==> config.mk <==
export PLATFORM = sky130hd
export DESIGN_NAME = rational_normalize
export DESIGN_NICKNAME = d
export VERILOG_FILES = /design/src/hdl/ratnorm_pkg.sv /design/src/hdl/rational_normalize.sv /design/src/hdl/ratnorm_gcd.sv /design/src/hdl/ratnorm_div.sv
export SDC_FILE = /design/constraint.sdc
export NUM_CORES = 1
export LEC_CHECK = 0
export BUFFER_PORTS_ARGS = -buffer_cell sky130_fd_sc_hd__buf_2
export CAP_MARGIN = 15
export CORE_MARGIN = 8
export CORE_UTILIZATION = 30
export DETAILED_ROUTE_END_ITERATION = 10
export SLEW_MARGIN = 20
export SYNTH_ARGS = -nofsm -noshare
export SYNTH_HDL_FRONTEND = slang
export SYNTH_HIERARCHICAL = 1
export SYNTH_SLANG_ARGS = --single-unit
==> constraint.sdc <==
create_clock -name clk -period 9.2 [get_ports clk]
set_input_delay 1.84 -clock clk [delete_from_list [all_inputs] [get_ports clk]]
set_output_delay 1.84 -clock clk [all_outputs]
set_load 0.1 [all_outputs]
==> src/hdl/ratnorm_pkg.sv <==
// ----------------------------------------------------------------------------
// ratnorm_pkg - shared types and codes for the rational normalizer
// Status codes of a result and the busy/done status word that the
// iterative units report to the sequencer.
// ----------------------------------------------------------------------------
package ratnorm_pkg;

  // result status codes
  localparam logic [1:0] ST_OK       = 2'd0;
  localparam logic [1:0] ST_DEN_ZERO = 2'd1;
  localparam logic [1:0] ST_RANGE    = 2'd2;

  // status of an iterative unit
  typedef struct packed {
    logic busy;
    logic done;
  } ratnorm_stat_t;

endpackage

==> src/hdl/rational_normalize.sv <==
// ----------------------------------------------------------------------------
// rational_normalize - reduces a signed fraction to lowest terms
// Sign handling and range checks, then a binary gcd and two bit-serial
// divisions of the scaled magnitudes by the odd gcd part.
// ----------------------------------------------------------------------------
//  channel  | ports                             | handshake
//  ---------+-----------------------------------+---------------------------
//  input    | num_in, den_in                    | start & !busy
//  result   | num_out, den_out, status          | done, one cycle, no stall
//
//  An ordinary transaction holds busy through the gcd steps and the step
//  that sees the end, then through two divisions on the one shared
//  divider and the three hand-overs; the result strobe follows in the
//  next cycle. A zero denominator or an out-of-range operand gives its
//  result in the next cycle.
//  Reset is synchronous and returns the sequencer to idle with no result.
//  The result strobe lasts one cycle; the receiver cannot stall it, and a
//  new transaction may start in the cycle in which a result is shown.
// ----------------------------------------------------------------------------
module rational_normalize #(
  parameter int WIDTH = 32
) (
  input  logic                    clk,
  input  logic                    rst,
  input  logic                    start,
  output logic                    busy,
  input  logic signed [WIDTH-1:0] num_in,
  input  logic signed [WIDTH-1:0] den_in,
  output logic                    done,
  output logic signed [WIDTH-1:0] num_out,
  output logic [WIDTH-2:0]        den_out,
  output logic [1:0]              status
);
  import ratnorm_pkg::*;

  localparam int MAGW = WIDTH - 1;
  localparam logic [WIDTH-1:0] MOST_NEG = {1'b1, {(WIDTH-1){1'b0}}};

  localparam logic [1:0] S_IDLE = 2'd0;
  localparam logic [1:0] S_GCD  = 2'd1;
  localparam logic [1:0] S_DIVN = 2'd2;
  localparam logic [1:0] S_DIVD = 2'd3;

  logic [1:0]      state;
  logic            accept;
  logic            den_zero;
  logic            out_range;
  logic [WIDTH-1:0] num_neg, den_neg;
  logic [MAGW-1:0] num_mag, den_mag;
  logic            neg;
  logic [MAGW-1:0] qn;
  logic [WIDTH-1:0] num_signed;

  ratnorm_stat_t   gcd_stat, div_stat;
  logic [MAGW-1:0] g_odd, n_scaled, d_scaled;
  logic            div_start;
  logic [MAGW-1:0] div_dividend;
  logic [MAGW-1:0] quotient;

  // input checks and magnitudes
  assign accept    = start && !busy;
  assign den_zero  = (den_in == '0);
  assign out_range = (num_in == MOST_NEG) || (den_in == MOST_NEG);
  assign num_neg   = ~num_in + 1'b1;
  assign den_neg   = ~den_in + 1'b1;
  assign num_mag   = num_in[WIDTH-1] ? num_neg[MAGW-1:0] : num_in[MAGW-1:0];
  assign den_mag   = den_in[WIDTH-1] ? den_neg[MAGW-1:0] : den_in[MAGW-1:0];

  ratnorm_gcd #(.MAGW(MAGW)) u_gcd (
    .clk      (clk),
    .rst      (rst),
    .start    (accept && !den_zero && !out_range),
    .a_in     (num_mag),
    .b_in     (den_mag),
    .stat     (gcd_stat),
    .g_odd    (g_odd),
    .a_scaled (n_scaled),
    .b_scaled (d_scaled)
  );

  // shared divider: numerator first, then denominator
  assign div_start    = ((state == S_GCD) && gcd_stat.done) ||
                        ((state == S_DIVN) && div_stat.done);
  assign div_dividend = (state == S_GCD) ? n_scaled : d_scaled;

  ratnorm_div #(.MAGW(MAGW)) u_div (
    .clk      (clk),
    .rst      (rst),
    .start    (div_start),
    .dividend (div_dividend),
    .divisor  (g_odd),
    .stat     (div_stat),
    .quotient (quotient)
  );

  // sign of the reduced numerator
  assign num_signed = neg ? (~{1'b0, qn} + 1'b1) : {1'b0, qn};

  // sequencer
  always_ff @(posedge clk) begin
    if (rst) begin
      state <= S_IDLE;
      done  <= 1'b0;
    end else begin
      done <= 1'b0;
      unique case (state)
        S_IDLE: begin
          if (accept) begin
            if (den_zero || out_range) begin
              done <= 1'b1;
            end else begin
              state <= S_GCD;
            end
          end
        end
        S_GCD: begin
          if (gcd_stat.done) begin
            state <= S_DIVN;
          end
        end
        S_DIVN: begin
          if (div_stat.done) begin
            state <= S_DIVD;
          end
        end
        S_DIVD: begin
          if (div_stat.done) begin
            state <= S_IDLE;
            done  <= 1'b1;
          end
        end
        default: state <= S_IDLE;
      endcase
    end
  end

  // payload registers
  always_ff @(posedge clk) begin
    if (accept) begin
      neg <= num_in[WIDTH-1] ^ den_in[WIDTH-1];
      if (den_zero) begin
        num_out <= '0;
        den_out <= '0;
        status  <= ST_DEN_ZERO;
      end else if (out_range) begin
        num_out <= '0;
        den_out <= '0;
        status  <= ST_RANGE;
      end
    end
    if ((state == S_DIVN) && div_stat.done) begin
      qn <= quotient;
    end
    if ((state == S_DIVD) && div_stat.done) begin
      num_out <= num_signed;
      den_out <= quotient;
      status  <= ST_OK;
    end
  end

  assign busy = (state != S_IDLE);

`ifndef NO_ASSERTIONS
  // the gcd unit only runs while the sequencer waits for it
  a_gcd_in_state: assert property (@(posedge clk) disable iff (rst)
    gcd_stat.busy |-> (state == S_GCD))
    else $error("gcd unit busy outside gcd phase");

  // the divider only runs in the two division phases
  a_div_in_state: assert property (@(posedge clk) disable iff (rst)
    div_stat.busy |-> ((state == S_DIVN) || (state == S_DIVD)))
    else $error("divider busy outside division phases");

  // an accepted transaction is either in work or answered at once
  a_accept_progress: assert property (@(posedge clk) disable iff (rst)
    (start && !busy) |=> (busy || done))
    else $error("accepted transaction dropped");

  // a good result always has a positive denominator
  a_den_positive: assert property (@(posedge clk) disable iff (rst)
    (done && (status == ST_OK)) |-> (den_out != '0))
    else $error("zero denominator with ok status");
`endif

endmodule

==> src/hdl/ratnorm_gcd.sv <==
// ----------------------------------------------------------------------------
// ratnorm_gcd - iterative binary gcd, one reduction step per cycle
// Reduces two magnitudes to their odd gcd part and shifts copies of the
// operands right by the common power of two, so that the copies divided by
// the odd part are the reduced values.
// ----------------------------------------------------------------------------
module ratnorm_gcd #(
  parameter int MAGW = 31
) (
  input  logic                        clk,
  input  logic                        rst,
  input  logic                        start,
  input  logic [MAGW-1:0]             a_in,
  input  logic [MAGW-1:0]             b_in,
  output ratnorm_pkg::ratnorm_stat_t  stat,
  output logic [MAGW-1:0]             g_odd,
  output logic [MAGW-1:0]             a_scaled,
  output logic [MAGW-1:0]             b_scaled
);
  import ratnorm_pkg::*;

  logic [MAGW-1:0] a, b, a_next, b_next;
  logic [MAGW-1:0] sa, sb, sa_next, sb_next;
  logic [MAGW-1:0] a_minus_b, b_minus_a;
  logic            b_gt_a;
  logic            finished;
  logic            busy;
  logic            done;

  // one subtract pair, the borrow picks the larger operand
  assign {b_gt_a, a_minus_b} = {1'b0, a} - {1'b0, b};
  assign b_minus_a           = b - a;
  assign finished            = (a == '0) || (b == '0);

  // reduction step
  always_comb begin
    a_next  = a;
    b_next  = b;
    sa_next = sa;
    sb_next = sb;
    if (!a[0] && !b[0]) begin
      a_next  = a >> 1;
      b_next  = b >> 1;
      sa_next = sa >> 1;
      sb_next = sb >> 1;
    end else if (!a[0]) begin
      a_next = a >> 1;
    end else if (!b[0]) begin
      b_next = b >> 1;
    end else if (!b_gt_a) begin
      a_next = a_minus_b >> 1;
    end else begin
      b_next = b_minus_a >> 1;
    end
  end

  // control
  always_ff @(posedge clk) begin
    if (rst) begin
      busy <= 1'b0;
      done <= 1'b0;
    end else begin
      done <= 1'b0;
      if (start && !busy) begin
        busy <= 1'b1;
      end else if (busy && finished) begin
        busy <= 1'b0;
        done <= 1'b1;
      end
    end
  end

  // operand registers
  always_ff @(posedge clk) begin
    if (start && !busy) begin
      a  <= a_in;
      b  <= b_in;
      sa <= a_in;
      sb <= b_in;
    end else if (busy && !finished) begin
      a  <= a_next;
      b  <= b_next;
      sa <= sa_next;
      sb <= sb_next;
    end
  end

  assign stat.busy = busy;
  assign stat.done = done;
  assign g_odd     = a | b;
  assign a_scaled  = sa;
  assign b_scaled  = sb;

endmodule

==> src/hdl/ratnorm_div.sv <==
// ----------------------------------------------------------------------------
// ratnorm_div - bit-serial restoring divider
// The dividend shifts out of a shift register one bit per cycle while the
// quotient bits shift in behind it; one quotient bit per cycle.
// ----------------------------------------------------------------------------
module ratnorm_div #(
  parameter int MAGW = 31
) (
  input  logic                        clk,
  input  logic                        rst,
  input  logic                        start,
  input  logic [MAGW-1:0]             dividend,
  input  logic [MAGW-1:0]             divisor,
  output ratnorm_pkg::ratnorm_stat_t  stat,
  output logic [MAGW-1:0]             quotient
);
  import ratnorm_pkg::*;

  localparam int CW = $clog2(MAGW);
  localparam logic [CW-1:0] LAST_BIT = CW'(MAGW - 1);

  logic [MAGW-1:0] rem;
  logic [MAGW-1:0] shreg;
  logic [MAGW-1:0] dsr;
  logic [CW-1:0]   cnt;
  logic [MAGW:0]   partial;
  logic [MAGW+1:0] trial;
  logic            borrow;
  logic            busy;
  logic            done;

  // trial subtraction of the divisor from the shifted remainder
  assign partial = {rem, shreg[MAGW-1]};
  assign trial   = {1'b0, partial} - {2'b00, dsr};
  assign borrow  = trial[MAGW+1];

  // control
  always_ff @(posedge clk) begin
    if (rst) begin
      busy <= 1'b0;
      done <= 1'b0;
      cnt  <= '0;
    end else begin
      done <= 1'b0;
      if (start && !busy) begin
        busy <= 1'b1;
        cnt  <= LAST_BIT;
      end else if (busy) begin
        cnt <= cnt - 1'b1;
        if (cnt == '0) begin
          busy <= 1'b0;
          done <= 1'b1;
        end
      end
    end
  end

  // datapath
  always_ff @(posedge clk) begin
    if (start && !busy) begin
      rem   <= '0;
      shreg <= dividend;
      dsr   <= divisor;
    end else if (busy) begin
      rem   <= borrow ? partial[MAGW-1:0] : trial[MAGW-1:0];
      shreg <= {shreg[MAGW-2:0], ~borrow};
    end
  end

  assign stat.busy = busy;
  assign stat.done = done;
  assign quotient  = shreg;

endmodule
After elaboration in Yosys (flattened, before gate mapping) --
Cells that the tools add are included.
Operators by class: $add $sub $neg 7, equal/unequal tests 13, mux-type cells 54, bitwise logic cells 7, reductions and logical operators 47
Operators with widths (number):
- 31-bit two-way mux | 28
- 32-bit two-way mux | 5
- 32-bit equality test (second input constant) | 2
- 31-bit by 1-bit adder with 31-bit output (second input constant) | 2
- 31-bit zero test | 2
- 31-bit NOT | 2
- 32-bit by 31-bit subtractor with 33-bit output | 1
- 32-bit by 1-bit adder with 32-bit output (second input constant) | 1
- 32-bit zero test | 1
- 31-bit NOT with 32-bit output | 1
- 31-bit by 31-bit subtractor with 32-bit output | 1
- 31-bit bitwise OR | 1
- 31-bit subtractor | 1
- 2-bit two-way mux | 7
- 2-bit nonzero test | 7
- 4-bit != test (second input constant) | 3
- 1-bit logical AND | 11
- 1-bit two-way mux | 10
- 5-bit two-way mux | 2
- 1-bit zero test | 8
- 2-bit case mux with 4 select lines | 1
- 2-bit AND reduction | 4
- 2-bit by 1-bit != test with 1-bit output (second input constant) | 3
- 3-bit AND reduction | 2
- 14 further kinds | 22
Storage, ports and cells: flip-flop bits (word level) 326, input port bits 67, output and inout port bits 67

Logic depth before layout (Yosys ltp) --
Gate-level depths: netlist (run 1).
depth after elaboration 8, depth in mapped cells 14, gate-level depth less buffers 12

Cells and area by module --
Netlist (run 1), hierarchy kept.
By module, submodules not included:
- ratnorm_gcd | instances 1, cells each 1139, area each 9872.0 sq um, sequential area each 3763.6 sq um
- rational_normalize | instances 1, cells each 507, area each 5796.8 sq um, sequential area each 2952.8 sq um
- ratnorm_div | instances 1, cells each 531, area each 5646.7 sq um, sequential area each 2622.5 sq um

Worst setup path before layout (run 1) --
Ideal clock, no wire load.
kind input-to-reg, start point in num_in[1], end point reg u_gcd.sa[0], in the netlist u_gcd/a_scaled[0], enable pin, setup time 1.021 ns, data arrival time 6.323 ns, data required time 8.179 ns, setup slack 1.855 ns, stages 13, path buffers 4, cell sequence inv_1 > ha_1 > or3b_2 > or3_1 > clkbuf_1 > or3_1 > o21ai_2 > nor2_1 > nand2b_1 > clkbuf_1 > clkbuf_1 > clkbuf_1 > o21ai_0
Between the ends: word-level cells in the longest chain between the ends 7, elaborated cells on any way between the ends 8, those cells by class eq/ne: 1; reduce/logical: 7
Ends and longest elaborated chain:
- start, declared | line rational_normalize.sv:27 | input logic signed [WIDTH-1:0] num_in,
- 32-bit equality test (*) | line rational_normalize.sv:63 | assign out_range = (num_in == MOST_NEG) || (den_in == MOST_NEG);
- 1-bit logical OR (*) | line rational_normalize.sv:63
- 1-bit zero test (*) | line rational_normalize.sv:72 | .start (accept && !den_zero && !out_range),
- 1-bit logical AND (*) | line rational_normalize.sv:72
- 1-bit logical AND (*) | line ratnorm_gcd.sv:75 | if (start && !busy) begin
- 2-bit nonzero test (no line)
- 2-bit AND reduction (no line) (*)
- end signal, assigned | line ratnorm_gcd.sv:78 | sa <= a_in;
- end signal, assigned | line ratnorm_gcd.sv:83 | sa <= sa_next;
- end, declared | line ratnorm_gcd.sv:23 | logic [MAGW-1:0] sa, sb, sa_next, sb_next;
Mark *: on every way between the ends. The rest lies on a longest branch, timed or not. A chain may end at the register's enable or synchronous reset.

Final worst setup path (run 1) --
start point in num_in[0], end point reg u_gcd.a[27], data pin
Between the ends: word-level cells in the longest chain between the ends 6, elaborated cells on any way between the ends 9, those cells by class add/sub: 1; eq/ne: 1; mux: 2; bitwise: 1; reduce/logical: 4
Ends and longest elaborated chain:
- branches (longest 5 deep; another with 31-bit by 1-bit adder with 31-bit output)
- 31-bit two-way mux (*) | line ratnorm_gcd.sv:75
- end signal, assigned | line ratnorm_gcd.sv:76 | a <= a_in;
- end signal, assigned | line ratnorm_gcd.sv:81 | a <= a_next;
- end, declared | line ratnorm_gcd.sv:22 | logic [MAGW-1:0] a, b, a_next, b_next;
Mark *: on every way between the ends.

==> results.cfg, run 1 <==
[run_status]
status = finished clean

[global_routing]
grt_pass1_vias = 17140
grt_antenna_before_repair = 5
overflow = 0
grt_pass1_wl_microns = 102700
grt_max_degree = 93
track_usage_pct = 16.46

[worst_setup_path]
worstPathCellList = buf_2, inv_1, ha_1, or3b_2, or3_1, or3_1, o21ai_2, nor2_1, nand2b_4, buf_4, nand2_1, o211ai_1
cp_max_fo = 92
r2r_start = u_gcd/a[16]$_DFFE_PP_
regToRegSetupSlack_ps = 4470
crit_path_start_kind = input pin
slowest_delay_ps = 770
r2r_cells = 12
worstSetupEndpointType = flop
crit_type = input pin to flop
path_common_cell = or3_1
crit_slowest_cell = nand2b_4
cp_data_arrival_time_ps = 5920
timing.rr.end = u_gcd/a[3]$_DFFE_PP_
cp_data_required_time_ps = 9590

[floorplanning]
die_y_microns = 282.5
core_region_area_sq_um = 70150
io_pins = 134
start_util_pct = 30.36
core.rowCount = 97
die-width_microns = 282.5
dieArea_sq_um = 79780

[timing]
tightest_slew_ps = 1108
timing.final.hold_violations = 0
skew_ps = 39.33
setup_viol = 0
rsz0062_at_grt = no
slew_viol_final = 0
holdWs_ps = 474.7
tns_ps = 0
period_minus_slack_ps = 5531
fmax_ghz = 0.1808
fin_ws_ps = 3669
period_share_pct = 60.12
slew_headroom_pct = 25.95

[cts]
cts_buffers = 40
clockBufferDepth = 3
hold_buffers = 0
cts_sinks = 326
clk_latency_ps = 590
htree_levels = 2
clock-root-buffer = clkbuf_16
cts_resized = 0
clkSlewWorstSetupHoldPaths_ps = 60
cts_tree = yes
post_cts_buffers = 0

[placed_design]
place_area_sq_um = 22870
io_buffers = 133
post-place-ws_ps = 3136
gp_congestion = 0.9407
hpwlAfterDp_microns = 52750

[logic_synthesis]
yosysWarnings = 6
syn-num-nets = 2375
avgSynthCellArea_sq_um = 9.793
syn-instance-count = 2175
syn_area_sq_um = 21300

[power_and_ir_drop]
p_comb_share_pct = 52.7
switching_share_pct = 45.79
p_sw_w = 0.003823
p_leak_nw = 9.248
powerDensity_nw_per_um2 = 345.7
ir_drop_uv = 159.5
clkPwrFrac_pct = 18.3
power.share.sequential_pct = 29.0
intPower_w = 0.004526

[hold_path]
hold_depth = 2
hold_end = u_div/rem[11]$_SDFFE_PP0P_
hold_class = flop to flop
min_from = u_div/rem[11]$_SDFFE_PP0P_

[cells_and_area]
final_layout_size_suffix_gt1_share_pct = 15.19
nNetsFinal = 2467
fin_area_sq_um = 24150
area_growth_pct = 13.39

[drt]
detail-route-antenna-nets = 0
vias = 17330
drt_wl_total_microns = 68030
wire_per_inst_microns = 20.99
vias_per_cell = 5.347
drc = 0
drtIter0Drc = 1719
drtPass1Iterations = 5

[job]
maxCapViolations = 0
how the worst max path moves through the flow:
stage,start,end,slack [ps],depth (start not counted)
floorplan,num_in[1],u_gcd/a_scaled[0]$_DFFE_PP_,1860,13
global placement,num_in[1],u_gcd/b[27]$_DFFE_PP_,3290,12
detailed placement,num_in[0],u_gcd/a[24]$_DFFE_PP_,3140,12
CTS,num_in[0],u_gcd/a[27]$_DFFE_PP_,3720,12
global route,num_in[1],u_gcd/a[27]$_DFFE_PP_,3430,12
finish,num_in[0],u_gcd/a[27]$_DFFE_PP_,3670,12
metrics by stage:
stage	util (%)	power, W	instances
5_1_grt	34.42	0.008790	3238
6_report	34.43	0.008349	3241
3_5_place_dp	32.61	0.006719	3165
4_1_cts	34.41	0.008283	3238
3_3_place_gp	32.61	0.006708	3165
2_1_floorplan	-	0.005359	2175
state kept, by name, indices dropped and copies added, names as in the netlist, 2 cells and up:
signal	cells
den_out	31
num_out	32
qn	31
state	2
status	2
u_div/cnt	5
u_div/dsr	31
u_div/quotient	31
u_div/rem	31
u_gcd/a	31
u_gcd/a_scaled	31
u_gcd/b	31
u_gcd/b_scaled	31
worst max-delay path: cells and delay by family:
family	cells	cell delay [ps]
AO/OA/AOI/OAI	2	500
adder cells (fa/ha/maj)	1	140
buffers and inverters	3	710
AND/OR/NAND/NOR	6	2650
cell type report:
cell class              instances  area (sq um)
diodes                          3         7.507
clock buffers                  53          1070
clock inverters                20         195.2
fillers                      7159         46000
inverters                     191         716.9
multi-input cells            1555         10830
flip-flops and latches        326          9339
well taps                     940          1176
repair buffers                153         815.8
placed cells by master (no fill, tap or decap), types with 46 or more instances in the layout:
| cell | instances |
|---|---|
| nand2_1 | 282 |
| nor2_1 | 136 |
| o21ai_0 | 80 |
| edfxtp_1 | 281 |
| a21oi_1 | 108 |
| xor2_1 | 46 |
| mux2_2 | 62 |
| ha_1 | 130 |
| buf_2 | 133 |
| inv_1 | 180 |
| xnor2_1 | 124 |
power groups by stage:
stage	Sequential [W]	Clock [W]	Combinational (W)
6_report	0.00242	0.00153	0.00440
2_1_floorplan	0.00228	0	0.00308
3_3_place_gp	0.00243	0	0.00428
4_1_cts	0.00241	0.00156	0.00431
3_5_place_dp	0.00243	0	0.00429
5_1_grt	0.00244	0.00162	0.00473
metal layers:
metal	GRT usage [%]	vias up	part of all wire, %
met1	21.61	8481	43
li1	-	8049	-
met5	0	-	0
met2	27.14	678	47
met3	2.985	122	7.1
met4	5.644	0	3.4
(Power assumes the default switching activity.)
==> inputs of run 2 (changes only) <==
==> constraint.sdc (replaced) <==
create_clock -name clk -period 5.24 [get_ports clk]
set_input_delay 1.048 -clock clk [delete_from_list [all_inputs] [get_ports clk]]
set_output_delay 1.048 -clock clk [all_outputs]
set_load 0.1 [all_outputs]
==> run 2 against run 1 <==
  * Wire length increased by 0.88%
  * Core utilization increased by 0.15 points
  * Sequential power increased by 77%
  * Via count decreased by 0.38%
  * Worst setup slack got worse by 2500 ps
  * Combinational power increased by 78%
  * Clock power increased by 78%
  * First-iteration DRC count decreased by 17%
  * Clock skew decreased by 5.5 ps
  * Power increased by 78%
  * Highest routed layer unchanged
==> results.cfg, run 2 (same netlist as run 1, synthesis figures left out) <==
[power_and_ir_drop]
switching_share_pct = 45.82
p_comb_share_pct = 52.8
p_leak_nw = 9.294
power.share.sequential_pct = 28.8
clkPwrFrac_pct = 18.4
intPower_w = 0.008039
ir_drop_uv = 274.8
powerDensity_nw_per_um2 = 611.8
p_sw_w = 0.006799

[drt]
drtIter0Drc = 1435
vias_per_cell = 5.323
vias = 17260
drc = 0
drtPass1Iterations = 6
wire_per_inst_microns = 21.16
drt_wl_total_microns = 68630
detail-route-antenna-nets = 0

[cts]
clk_latency_ps = 580
clockBufferDepth = 3
cts_sinks = 326
cts_tree = yes
clkSlewWorstSetupHoldPaths_ps = 70
clock-root-buffer = clkbuf_16
hold_buffers = 0
cts_buffers = 39
htree_levels = 2
post_cts_buffers = 0
cts_resized = 0

[cells_and_area]
mostFrequentLayoutCells = 281 x nand2_1, 281 x edfxtp_1, 182 x inv_1
multi_input_area_sq_um = 10840
regMostFlops = num_out
final_layout_size_suffix_gt1_share_pct = 15.27
fillers = 7160
regArea_sq_um = 9339
nNetsFinal = 2469
largest_reg_flops = 32
fin_area_sq_um = 24250
area_growth_pct = 13.87
fin_cells = 3243

[placed_design]
place_area_sq_um = 22970
io_buffers = 133
placed_cells = 3168
post-place-ws_ps = 827.5
gp_congestion = 0.9543
hpwlAfterDp_microns = 53480

[worst_setup_path]
r2r_start = u_gcd/a[16]$_DFFE_PP_
cp_data_required_time_ps = 5460
regToRegSetupSlack_ps = 1130
worstSetupEndpointType = flop
crit_type = flop to flop
timing.rr.end = u_gcd/a[7]$_DFFE_PP_
cp_max_fo = 21
cp_data_arrival_time_ps = 4330
crit_path_start_kind = flop
r2r_cells = 12

[timing]
timing.final.hold_violations = 0
tightest_slew_ps = 1081
holdWs_ps = 468.2
rsz0062_at_grt = no
period_share_pct = 78.39
fmax_ghz = 0.2435
period_minus_slack_ps = 4108
setup_viol = 0
slew_headroom_pct = 27.26
skew_ps = 33.86
fin_ws_ps = 1132
slew_viol_final = 0

[floorplanning]
die_y_microns = 282.5
start_util_pct = 30.36
die-width_microns = 282.5
core.rowCount = 97
core_region_area_sq_um = 70150
io_pins = 134
dieArea_sq_um = 79780

[global_routing]
grt_pass1_wl_microns = 104200
grt_max_degree = 66
met2_usage_pct = 27.77
met3_usage_pct = 2.540
grtUsageMet1_pct = 22.36
overflow = 0
busiest_layer = met2
track_usage_pct = 16.67
grt_antenna_before_repair = 5
grt_pass1_vias = 17190

[hold_path]
hold_class = flop to flop
hold_end = qn[21]$_DFFE_PP_
hold_depth = 0
min_from = u_div/quotient[21]$_DFFE_PP_

[job]
maxCapViolations = 0

[run_status]
status = finished clean
-- run 2: final cells by class --
class / instances / area share (%)
Inverter: 191 / 2.956
Sequential cell: 326 / 38.50
Timing Repair Buffer: 156 / 3.714
Antenna cell: 5 / 0.05159
Clock buffer: 47 / 4.148
Clock inverter: 23 / 1.104
Tap cell: 940 / 4.849
Multi-Input combinational cell: 1555 / 44.67
-- run 2: how the worst max path moves through the flow --
stage	cells past startpoint	slack (ps)	from	endpoint
final	12	1130	u_gcd/a[16]$_DFFE_PP_	u_gcd/a[7]$_DFFE_PP_
after global routing	12	980	u_gcd/b[14]$_DFFE_PP_	u_gcd/b[30]$_DFFE_PP_
after CTS	12	1190	u_gcd/b[16]$_DFFE_PP_	u_gcd/a[9]$_DFFE_PP_
after detailed placement	13	830	num_in[0]	u_gcd/b[25]$_DFFE_PP_
after global placement	13	840	num_in[0]	u_gcd/b[25]$_DFFE_PP_
after floorplan	13	-20	num_in[1]	u_gcd/a[10]$_DFFE_PP_
-- run 2: critical path: stages (launching register included) --
cell and delay (ps):
edfxtp_1 540, inv_1 110, ha_1 450, inv_2 210, a21oi_1 130, o31ai_1 480
a21oi_1 220, o221ai_1 310, o21ai_2 150, a21oi_2 200, nor2_1 70, o21ai_2 470
buf_4 430
-- run 2: layer usage --
metal | vias to the layer above | routed length, microns | part of all wire (%)
met3 | 91 | 4510 | 6.6
met1 | 8482 | 29900 | 44
met4 | 0 | 1780 | 2.6
li1 | 8045 | - | -
met2 | 646 | 32430 | 47
met5 | - | 0 | 0
-- run 2: power groups by stage --
stage	Clock, W	Combinational, W	Sequential [W]
2_1_floorplan	0	0.00541	0.00398
3_3_place_gp	0	0.00761	0.00430
3_5_place_dp	0	0.00764	0.00431
4_1_cts	0.00278	0.00769	0.00426
5_1_grt	0.00289	0.00840	0.00431
6_report	0.00273	0.00783	0.00428
-- run 2: stage by stage --
step / total power, W / utilization, % / setup TNS, ps
2_1_floorplan: 0.009390 / - / -1388
3_3_place_gp: 0.01191 / 32.73 / 0
3_5_place_dp: 0.01195 / 32.74 / 0
4_1_cts: 0.01474 / 34.55 / 0
5_1_grt: 0.01559 / 34.56 / 0
6_report: 0.01484 / 34.58 / 0
==> inputs of run 3 (changes only) <==
--- a/config.mk
+++ b/config.mk
@@ -5,6 +5,7 @@
 export SDC_FILE = /design/constraint.sdc
 export NUM_CORES = 1
 export LEC_CHECK = 0
+export ABC_AREA = 1
 export BUFFER_PORTS_ARGS = -buffer_cell sky130_fd_sc_hd__buf_2
 export CAP_MARGIN = 15
 export CORE_MARGIN = 8
==> constraint.sdc (replaced) <==
create_clock -name clk -period 3.58 [get_ports clk]
set_input_delay 0.716 -clock clk [delete_from_list [all_inputs] [get_ports clk]]
set_output_delay 0.716 -clock clk [all_outputs]
set_load 0.1 [all_outputs]
==> run 3 against run 2 <==
  * Register-to-register slack worse by 630 ps
  * Wire length grew 16%
  * Critical endpoint is now u_gcd/b[13]$_DFFE_PP_
  * Clock power is 42% higher
  * Power increased by 56%
  * Hold slack lost 13 ps
  * Non-clock buffer count increased by 28
  * Worst setup slack worse by 630 ps
  * Largest cell class unchanged
  * Clock skew grew 12 ps
  * Area after synthesis grew 12%
  * Die area rose by 12%
==> results.cfg, run 3 <==
[global_routing]
grt_pass1_vias = 20390
overflow = 0
grt_max_degree = 47
grt_pass1_wl_microns = 119900
track_usage_pct = 17.05
grt_antenna_before_repair = 7

[floorplanning]
die_y_microns = 298.6
die-width_microns = 298.6
dieArea_sq_um = 89150
core_region_area_sq_um = 79000
io_pins = 134
start_util_pct = 30.32
core.rowCount = 103

[logic_synthesis]
syn_area_sq_um = 23960
avgSynthCellArea_sq_um = 7.052
syn-num-nets = 3597
syn-instance-count = 3397
yosysWarnings = 6

[hold_path]
min_from = status[1]$_SDFFE_PP0P_
hold_depth = 2
hold_class = flop to flop
hold_end = status[1]$_SDFFE_PP0P_

[worst_setup_path]
worstPathCellList = inv_1, ha_1, inv_1, a21oi_1, nand2_1, nand2_1, nand2_1, a21oi_2, nand2_4, nand2_1, a21oi_1, a21oi_4, buf_12
worstSetupEndpointType = flop
crit_slowest_cell = edfxtp_1
cp_data_required_time_ps = 3840
r2r_cells = 13
path_buf_inv = 3
cp_data_arrival_time_ps = 3330
crit_type = flop to flop
slowest_delay_ps = 430
cp_max_fo = 30
crit_path_start_kind = flop
regToRegSetupSlack_ps = 510
path_common_cell = nand2_1
setup.worst_path.start = u_gcd/b[18]$_DFFE_PP_
r2r_start = u_gcd/b[18]$_DFFE_PP_
timing.rr.end = u_gcd/b[13]$_DFFE_PP_
cp.depth = 13
path_delay_family = compound AO/OA/AOI/OAI gates

[timing]
slew_viol_final = 0
rsz0062_at_grt = no
holdWs_ps = 455.4
slew_headroom_pct = 50.37
period_minus_slack_ps = 3073
period_share_pct = 85.84
setup_viol = 0
fmax_ghz = 0.3254
skew_ps = 46.14
tightest_slew_ps = 743.6
timing.final.hold_violations = 0

[power_and_ir_drop]
ir_drop_uv = 423.2
powerDensity_nw_per_um2 = 846.9
p_leak_nw = 13.89

[placed_design]
hpwlAfterDp_microns = 65030
gp_congestion = 1.014
io_buffers = 133

[cells_and_area]
postLayoutCoreUtil_pct = 34.56
mostFrequentLayoutCells = 1298 x nand2_1, 558 x inv_1, 281 x edfxtp_1
area_growth_pct = 13.98
largest_reg_flops = 32
fillers = 8463
nNetsFinal = 3740
regMostFlops = num_out
final_common_cell = nand2_1
final_layout_size_suffix_gt1_share_pct = 9.440

[drt]
drtPass1Iterations = 6
drt_wl_total_microns = 79430
drc = 0
wire_per_inst_microns = 17.18
vias = 22030
drtIter0Drc = 2290
detail-route-antenna-nets = 0
vias_per_cell = 4.764

[cts]
cts_sinks = 326
clock-root-buffer = clkbuf_16
clk_latency_ps = 600
cts_tree = yes
cts_buffers = 38
htree_levels = 2
post_cts_buffers = 0
clkSlewWorstSetupHoldPaths_ps = 60
clockBufferDepth = 3
hold_buffers = 0
cts_resized = 0

[run_status]
status = finished clean

[job]
maxCapViolations = 0
-- run 3: cell types whose count changed in the layout (fill, tap and decap cells not counted), moves of 27 or more --
cell | previous run | this run
mux2_2 | 62 | 0
inv_1 | 182 | 558
xor2_1 | 46 | 77
and3_1 | 39 | 3
xnor2_1 | 124 | 22
nor2_1 | 136 | 277
o31ai_1 | 42 | 1
nor4_1 | 36 | 9
nand2_1 | 281 | 1298
nand3_1 | 31 | 180
-- run 3: stage by stage --
step | instance area (sq um) | setup WS [ps] | TNS, ps | std cells | power [W]
after global routing | 27300 | 404.7 | 0 | 4623 | 0.02466
final | 27300 | 506.9 | 0 | 4624 | 0.02313
after CTS | 27290 | 561.9 | 0 | 4620 | 0.02302
after floorplan | 23980 | -143.0 | -8865 | 3397 | 0.01456
after detailed placement | 26040 | 328.2 | 0 | 4550 | 0.01906
after global placement | 26040 | 294.4 | 0 | 4550 | 0.01898
-- run 3: layer usage --
metal | vias up | GRT usage, % | share of wire, %
li1 | 10930 | - | -
met1 | 10160 | 23.38 | 44
met2 | 793 | 26.95 | 45
met3 | 139 | 3.318 | 7.8
met4 | 4 | 5.355 | 3.1
met5 | - | 0 | 0.039
-- run 3: worst min-delay path: cells and delay by family (launching register included) --
| family | cells | cell delay, ps |
|---|---|---|
| AO/OA/AOI/OAI | 1 | 60 |
| buffers and inverters | 1 | 50 |
| flip-flops | 1 | 310 |
-- run 3: where the power goes --
group	internal [W]	switching [W]
Clock	0.00221	0.00167
Sequential	0.00544	0.000677
Combinational	0.00392	0.00921
-- run 3: worst max-delay path by stage --
stage,end,slack (ps)
after floorplan,u_gcd/a_scaled[0]$_DFFE_PP_,-140
after global placement,u_gcd/a[30]$_DFFE_PP_,290
after detailed placement,u_gcd/a[30]$_DFFE_PP_,330
after CTS,u_gcd/b[12]$_DFFE_PP_,560
after global routing,u_gcd/b[13]$_DFFE_PP_,400
final,u_gcd/b[13]$_DFFE_PP_,510
-- run 3: cell type report --
| class | instances | area, sq um | area share, % |
|---|---|---|---|
| inverter | 577 | 2171 | 7.950 |
| antenna | 4 | 10.01 | 0.03666 |
| clock inverter | 26 | 279.0 | 1.022 |
| multi-input combinational | 2413 | 12080 | 44.25 |
| timing repair buffer | 184 | 1136 | 4.161 |
| sequential | 326 | 9339 | 34.20 |
| tap | 1050 | 1314 | 4.811 |
| clock buffer | 44 | 973.4 | 3.565 |
